`config.mk`:
```
export PLATFORM = sky130hd
export DESIGN_NAME = chunked_crc8_frame_decoder
export DESIGN_NICKNAME = d
export VERILOG_FILES = /design/src/rtl/crc8fd_pkg.sv /design/src/rtl/chunked_crc8_frame_decoder.sv
export SDC_FILE = /design/constraint.sdc
export NUM_CORES = 1
export LEC_CHECK = 0
export ABC_AREA = 1
export BUFFER_PORTS_ARGS = -buffer_cell sky130_fd_sc_hd__buf_2
export CELL_PAD_IN_SITES_DETAIL_PLACEMENT = 1
export CELL_PAD_IN_SITES_GLOBAL_PLACEMENT = 1
export CORE_AREA = 2 2 126 128
export DETAILED_ROUTE_END_ITERATION = 8
export DIE_AREA = 0 0 128 130
export MAX_ROUTING_LAYER = met4
export PLACE_DENSITY_LB_ADDON = 0.15
export SYNTH_ARGS = -nofsm -noshare
export SYNTH_HDL_FRONTEND = slang
export SYNTH_SLANG_ARGS = --single-unit
```
`constraint.sdc`:
```
create_clock -name i_clk -period 3 [get_ports i_clk]
set_input_delay 0.6 -clock i_clk [delete_from_list [all_inputs] [get_ports i_clk]]
set_output_delay 0.6 -clock i_clk [all_outputs]
set_load 0.02 [all_outputs]
```
`src/rtl/crc8fd_pkg.sv`:
```
package crc8fd_pkg;

    // Payload bytes covered by each check byte.
    localparam int unsigned CHUNK_BYTES = 8;
    localparam int unsigned CHUNK_W     = (CHUNK_BYTES > 2) ? $clog2(CHUNK_BYTES) : 1;

    // Configuration register indexes and reset values.
    localparam int unsigned CFG_IDX_W      = 1;
    localparam logic [CFG_IDX_W-1:0] CFG_START_BYTE = 1'd0;
    localparam logic [CFG_IDX_W-1:0] CFG_CRC_POLY   = 1'd1;
    localparam logic [7:0] START_BYTE_RST = 8'd126;
    localparam logic [7:0] CRC_POLY_RST   = 8'd7;

    // Result kinds.
    typedef enum logic [1:0] {
        KIND_BYTE    = 2'd0,
        KIND_GOOD    = 2'd1,
        KIND_CRCERR  = 2'd2,
        KIND_ZEROLEN = 2'd3
    } t_kind;

    // Parser phases, one-hot.
    typedef enum logic [3:0] {
        PH_HUNT  = 4'b0001,
        PH_LEN   = 4'b0010,
        PH_DATA  = 4'b0100,
        PH_CHECK = 4'b1000
    } t_phase;

    // MSB-first CRC-8 of one byte, eight shift steps.
    function automatic logic [7:0] crc8_update(
        input logic [7:0] crc,
        input logic [7:0] data,
        input logic [7:0] poly
    );
        logic [7:0] c;
        c = crc ^ data;
        for (int b = 0; b < 8; b++) begin
            if (c[7]) begin
                c = {c[6:0], 1'b0} ^ poly;
            end else begin
                c = {c[6:0], 1'b0};
            end
        end
        return c;
    endfunction

endpackage

```
`src/rtl/chunked_crc8_frame_decoder.sv`:
```
// Frame decoder for a byte stream: start byte, length byte, payload, with a
// CRC-8 check byte after every chunk of payload bytes and after the last
// partial chunk. Each chunk's CRC starts at zero.
// Input channel: i_valid / o_stall carry one received byte per request.
// Output channel: o_valid / i_stall carry at most one result per input byte:
// a payload byte with its index, frame good with its length, a checksum
// error or a zero length error.
// Configuration: i_cfg_valid / o_cfg_ready write the start byte (index 0) or
// the CRC polynomial (index 1); o_cfg_ready is always high.
// A result appears on the outputs in the cycle after its byte is accepted.
// Throughput is one byte per cycle unless the receiver stalls, set by the
// single result register which is refilled in the same cycle it is emptied.
// When the receiver stalls with a result held, o_stall rises and the held
// result stays unchanged until taken.
// Synchronous reset clears the parser to hunting, empties the result
// register and restores the register defaults (start 126, polynomial 7).
module chunked_crc8_frame_decoder (
    input  logic                              i_clk,
    input  logic                              i_rst_n,
    input  logic                              i_valid,
    output logic                              o_stall,
    input  logic [7:0]                        i_rx_byte,
    output logic                              o_valid,
    input  logic                              i_stall,
    output logic [1:0]                        o_kind,
    output logic [7:0]                        o_byte_value,
    output logic [7:0]                        o_byte_index,
    output logic [7:0]                        o_frame_length,
    input  logic                              i_cfg_valid,
    output logic                              o_cfg_ready,
    input  logic [crc8fd_pkg::CFG_IDX_W-1:0]  i_cfg_index,
    input  logic [7:0]                        i_cfg_data
);

    logic [7:0]                      r_start_byte;
    logic [7:0]                      r_crc_poly;
    crc8fd_pkg::t_phase              r_phase, n_phase;
    logic [7:0]                      r_len, n_len;
    logic [7:0]                      r_count, n_count;
    logic [crc8fd_pkg::CHUNK_W-1:0]  r_chunk, n_chunk;
    logic [7:0]                      r_crc, n_crc;
    logic                            r_out_valid;
    crc8fd_pkg::t_kind               r_kind, n_kind;
    logic [7:0]                      r_value, n_value;
    logic [7:0]                      r_index, n_index;
    logic [7:0]                      r_flen, n_flen;
    logic                            res_valid;
    logic                            in_accept;
    logic [7:0]                      crc_next;
    logic [7:0]                      count_inc;
    logic [crc8fd_pkg::CHUNK_W:0]    chunk_inc;

    // The result register accepts a new request unless it holds a stalled one.
    assign o_stall     = r_out_valid & i_stall;
    assign in_accept   = i_valid & ~o_stall;
    assign o_cfg_ready = 1'b1;

    assign crc_next  = crc8fd_pkg::crc8_update(r_crc, i_rx_byte, r_crc_poly);
    assign count_inc = r_count + 8'd1;
    assign chunk_inc = {1'b0, r_chunk} + {{crc8fd_pkg::CHUNK_W{1'b0}}, 1'b1};

    // Parser step for one received byte.
    always_comb begin
        n_phase   = r_phase;
        n_len     = r_len;
        n_count   = r_count;
        n_chunk   = r_chunk;
        n_crc     = r_crc;
        res_valid = 1'b0;
        n_kind    = crc8fd_pkg::KIND_BYTE;
        n_value   = 8'd0;
        n_index   = 8'd0;
        n_flen    = 8'd0;
        case (r_phase)
            crc8fd_pkg::PH_HUNT: begin
                if (i_rx_byte == r_start_byte) begin
                    n_len   = 8'd0;
                    n_count = 8'd0;
                    n_chunk = '0;
                    n_crc   = 8'd0;
                    n_phase = crc8fd_pkg::PH_LEN;
                end
            end
            crc8fd_pkg::PH_LEN: begin
                // A repeated start byte is skipped while waiting for the length.
                if (i_rx_byte != r_start_byte) begin
                    n_len = i_rx_byte;
                    if (i_rx_byte == 8'd0) begin
                        n_phase   = crc8fd_pkg::PH_HUNT;
                        res_valid = 1'b1;
                        n_kind    = crc8fd_pkg::KIND_ZEROLEN;
                    end else begin
                        n_phase = crc8fd_pkg::PH_DATA;
                    end
                end
            end
            crc8fd_pkg::PH_DATA: begin
                n_count   = count_inc;
                n_crc     = crc_next;
                res_valid = 1'b1;
                n_kind    = crc8fd_pkg::KIND_BYTE;
                n_value   = i_rx_byte;
                n_index   = r_count;
                if (chunk_inc == (crc8fd_pkg::CHUNK_W+1)'(crc8fd_pkg::CHUNK_BYTES)
                        || count_inc == r_len) begin
                    n_phase = crc8fd_pkg::PH_CHECK;
                    n_chunk = '0;
                end else begin
                    n_chunk = chunk_inc[crc8fd_pkg::CHUNK_W-1:0];
                end
            end
            crc8fd_pkg::PH_CHECK: begin
                if (i_rx_byte == r_crc) begin
                    if (r_count == r_len) begin
                        n_phase   = crc8fd_pkg::PH_HUNT;
                        res_valid = 1'b1;
                        n_kind    = crc8fd_pkg::KIND_GOOD;
                        n_flen    = r_len;
                    end else begin
                        n_phase = crc8fd_pkg::PH_DATA;
                        n_crc   = 8'd0;
                    end
                end else begin
                    n_phase   = crc8fd_pkg::PH_HUNT;
                    res_valid = 1'b1;
                    n_kind    = crc8fd_pkg::KIND_CRCERR;
                end
            end
            default: begin
                n_phase = crc8fd_pkg::PH_HUNT;
            end
        endcase
    end

    // Configuration registers.
    always_ff @(posedge i_clk) begin
        if (!i_rst_n) begin
            r_start_byte <= crc8fd_pkg::START_BYTE_RST;
            r_crc_poly   <= crc8fd_pkg::CRC_POLY_RST;
        end else if (i_cfg_valid) begin
            case (i_cfg_index)
                crc8fd_pkg::CFG_START_BYTE: r_start_byte <= i_cfg_data;
                crc8fd_pkg::CFG_CRC_POLY:   r_crc_poly   <= i_cfg_data;
                default: ;
            endcase
        end
    end

    // Parser state, updated on each accepted request.
    always_ff @(posedge i_clk) begin
        if (!i_rst_n) begin
            r_phase <= crc8fd_pkg::PH_HUNT;
            r_len   <= 8'd0;
            r_count <= 8'd0;
            r_chunk <= '0;
            r_crc   <= 8'd0;
        end else if (in_accept) begin
            r_phase <= n_phase;
            r_len   <= n_len;
            r_count <= n_count;
            r_chunk <= n_chunk;
            r_crc   <= n_crc;
        end
    end

    // Result register: loaded on accept, emptied when the receiver takes it.
    always_ff @(posedge i_clk) begin
        if (!i_rst_n) begin
            r_out_valid <= 1'b0;
        end else if (in_accept) begin
            r_out_valid <= res_valid;
        end else if (!i_stall) begin
            r_out_valid <= 1'b0;
        end
    end

    always_ff @(posedge i_clk) begin
        if (in_accept && res_valid) begin
            r_kind  <= n_kind;
            r_value <= n_value;
            r_index <= n_index;
            r_flen  <= n_flen;
        end
    end

    assign o_valid        = r_out_valid;
    assign o_kind         = r_kind;
    assign o_byte_value   = r_value;
    assign o_byte_index   = r_index;
    assign o_frame_length = r_flen;

endmodule

```
==> results.txt <==
- For this block, the routed nets add up to 15.8 mm of wire.
* Via density: 4.80
* Cell with the largest stage delay on the worst path: sky130_fd_sc_hd__nand4_4
- Vias: 4,746
- The share of synthesized area in the top cell type comes to 0.205.
- Pin placement for this block handled 51 I/O pins.
- Measured on the finished design, the core utilization comes to 0.429.
- For hold timing, the worst endpoint is r_crc[2]$_SDFFE_PN0P_.
- Entering global routing, the biggest net connects 27 pins.
- Setup repair after global routing missed its margin: yes
- Data on the critical path arrives at its endpoint at 3.28 ns.
* Post-detailed-route DRC marker count: 0
* Share of synthesized registers carrying an async set or reset: 0
- Min-Delay Path Depth: 2
- In the post-synthesis netlist, the cell with the most instances is sky130_fd_sc_hd__nand2_1.
* Number of max-slew violations in the final report: 0
- Post-route worst setup slack: -0.0158 ns
- The number of global-route vias before repair came to 4,561.
* Library cells used by synthesis: 42
* Type of destination of the critical path: flop
* Post-route clock skew: 0.00805 ns
- Post-layout instance area: 6610 sq um
- Summed over all nets, the half-perimeter wirelength after detailed placement is 11.8 mm.
- Including well taps, the total number of placed cells is 953.
* Length in cells of the worst reg-to-reg path: 27
- The share of the Yosys chip area taken by registers is 0.372.
- Counting I/O delays and the setup requirement, the final critical path takes 3.02 ns.
- Max capacitance violation total: 0
* Worst Hold Class: flop to flop
- Die outline area: 16,600 sq um
- Clk buf depth: 2
* Reg2reg setup slack: 0.01 ns
- Cell types with the highest counts after synthesis: sky130_fd_sc_hd__nand2_1 (178), sky130_fd_sc_hd__inv_1 (82), sky130_fd_sc_hd__nor2_1 (73)
- TritonRoute pass-1 iters: 5
* Inserted Clock Buffers: 9
- Routed len/inst: 16.0 microns
- Summed over all instances, the cell type with the most area after synthesis is sky130_fd_sc_hd__dfxtp_1.
- Summing all placed instances gives a cell area of 5540 sq um.
- In this run the most used layer during global routing was met2.
* Number of cells produced by synthesis: 675
* Die height: 130 microns
- Global-route wire length before repair: 23.6 mm
- For this design the static power due to leakage is 2.90 nW.
* Number of endpoints with negative hold slack in the final report: 0
- Of the available clock period, the critical path in the final layout requires 1.01.
- The worst pin sits at a relative slew slack of 0.595.
* Least-Margin Pin Slew: 0.603 ns
* Met2 Use GR: 0.291
- The final reports fail on setup timing.
- Input and output buffers added on the ports amount to 49.
- Summing every instance area after synthesis gives 4680 sq um.
* 1st-iter DRT viols: 213
- The worst hold path begins at r_crc[2]$_SDFFE_PN0P_.
* # H-tree levels: 3
- Net Count, Synth: 699
* Mean instance size in the synthesized netlist: 6.93 sq um
* Critical setup path kind: input pin to flop
* FP Rows: 46
- Register clock-pin slew on the reported worst setup and hold paths: 0.05 ns
- Number of antenna violations at the first check in global routing: 0
- TritonCTS built the clock tree.
- In this run the horizontal extent of the chip is 128 microns.
* Setup violations, final: 1
- Slowest Stage Delay on Critical Path: 0.19 ns
- Of the cells placed in the final design, the portion with a size suffix greater than 1 is 0.345.
- Number of storage elements in the synthesis netlist: 74
- For this run, the number of Yosys warnings is 0.
- Worst-path maximum fanout: 8
- Most frequently used flop master after synthesis: sky130_fd_sc_hd__dfxtp_1
- Hold buffer count at CTS: 0
- The cell that appears most often on the critical path is sky130_fd_sc_hd__nand3_4.
- GR Util met3: 0.0205
* Root buffer cell: sky130_fd_sc_hd__clkbuf_16
- # diodes: 0
* IR Drop Worst-Case VDD: 0.308 mV
* Total routing usage reported by global routing: 0.186
* Clock tree sinks: 74
- Synthesis-to-finish area growth: 41.3%
- Timing would allow up to 0.332 GHz.
- Startpoint kind of the worst setup timing path: input pin
- After synthesis, the cell types taking the most area are sky130_fd_sc_hd__dfxtp_1 (21%), sky130_fd_sc_hd__edfxtp_1 (17%), sky130_fd_sc_hd__nand2_1 (14%), sky130_fd_sc_hd__nand3_1 (7.0%), sky130_fd_sc_hd__inv_1 (6.6%).
- Power per cell area: 642 nW/um^2
- Outcome: finished, violations left
- For this run the aggregate overflow at the end of global routing stands at 0.
- The endpoint identified for the worst register-to-register timing path is r_crc[2]$_SDFFE_PN0P_.
- Before CTS, the worst setup slack after placement is -0.383 ns.
- Clock latency on the worst-skew pair, taken at its later pin, is 0.33 ns.
* Post-layout instance count excluding filler cells: 988
- Worst reg2reg path startpoint: r_crc[6]$_SDFFE_PN0P_
* Post-DRT Antenna Nets: 0
* Core area: 15,400 sq um
* Met1 Usage GRT: 0.258
- The synthesized design contains 26 enable-type register cells.
- Starting utilization of the core area: 0.303
* Number of nets in the finished design: 815
- At the worst endpoint, the required time is 3.26 ns.
- Routability-driven placement finished with a final weighted congestion of 0.827.
-- logic make-up (layout without fill, tap and decap cells) --
| logic type | count (synthesis) | after routing | synth area share |
|---|---|---|---|
| AOI/OAI and AO/OA | 73 | 73 | 0.0904 |
| and+or+nand+nor | 374 | 374 | 0.363 |
| muxes | 1 | 1 | 0.00214 |
| buffers and inverters | 117 | 238 | 0.103 |
| adders and majority gates | 2 | 2 | 0.00535 |
| DFF | 74 | 74 | 0.372 |
| xor gates and xnor gates | 33 | 33 | 0.0634 |
| other | 1 | 1 | 0.000801 |
-- how the worst max path moves through the flow --
stage / from / endpoint / slack [ns] / cells past startpoint
finish: i_rx_byte[7] / r_crc[2]$_SDFFE_PN0P_ / -0.02 / 27
global route: r_crc[6]$_SDFFE_PN0P_ / r_crc[6]$_SDFFE_PN0P_ / -0.22 / 27
CTS: i_rx_byte[7] / r_crc[2]$_SDFFE_PN0P_ / 0.03 / 25
detailed placement: i_rx_byte[7] / r_crc[3]$_SDFFE_PN0P_ / -0.38 / 26
global placement: i_rx_byte[7] / r_crc[3]$_SDFFE_PN0P_ / -0.27 / 25
floorplan: i_rx_byte[7] / r_crc[1]$_SDFFE_PN0P_ / 0.20 / 25
-- registers in the layout (all words and copies together), names as in the netlist --
| register | count |
|---|---|
| o_valid | 1 |
| r_chunk | 3 |
| o_byte_index | 8 |
| r_len | 8 |
| o_byte_value | 8 |
| r_phase | 4 |
| r_crc | 8 |
| o_frame_length | 8 |
| o_kind | 2 |
| r_crc_poly | 8 |
| r_count | 8 |
| r_start_byte | 8 |
-- worst max-delay path, delay by kind of cell --
family / cells / cell delay, ns
simple gates: 17 / 1.69
buf+inv: 9 / 0.81
compound gates: 1 / 0.14
-- timing repair --
| action | 4_1_cts | 5_1_grt |
|---|---|---|
| endpoints found under the setup margin | 7 | 35 |
| pin swaps | 0 | 33 |
| gates resized for setup | 3 | 151 |
| setup buffers | 0 | 17 |
| gates cloned | 0 | 2 |
-- where the power goes --
group | total (mW) | internal [mW] | switching [mW]
logic | 1.97 | 0.784 | 1.18
clock network | 1.00 | 0.582 | 0.423
registers | 1.27 | 1.18 | 0.0902
-- final cells by class --
type	instances	area, sq um
clock buffers	12	246
clock inverters	4	27.5
fillers	1871	8810
inverters	96	370
multi-input cells	484	3010
flip-flops and latches	74	1750
well taps	192	240
repair buffers	126	973
-- cell usage in the layout (no fill, tap or decap), drive strengths merged, types with 4 or more instances in the layout --
| cell | instances |
|---|---|
| buf | 124 |
| a211oi | 10 |
| xnor2 | 15 |
| or2 | 7 |
| a21oi | 33 |
| edfxtp | 26 |
| o211ai | 4 |
| inv | 94 |
| nand3 | 75 |
| dfxtp | 48 |
| nand2 | 198 |
| o21ai | 19 |
| clkinv | 4 |
| nor2 | 75 |
| nor3 | 6 |
| nand4 | 5 |
| xor2 | 18 |
| clkbuf | 14 |
-- routing by layer --
layer  share of wire  up-vias
li1                -     2392
met1            0.50     2277
met4          0.0077        0
met5               0        -
met3           0.023       11
met2            0.47       66
-- stage by stage --
step	TNS (ns)	power, mW	hold slack (ns)
floorplan	0	2.34	0.443
global placement	-4.78	2.86	0.467
detailed placement	-4.02	2.90	0.478
CTS	0	3.92	0.487
global route	-1.30	4.54	0.506
finish	-0.0158	4.24	0.482
Power figures use the tool's default switching activity.
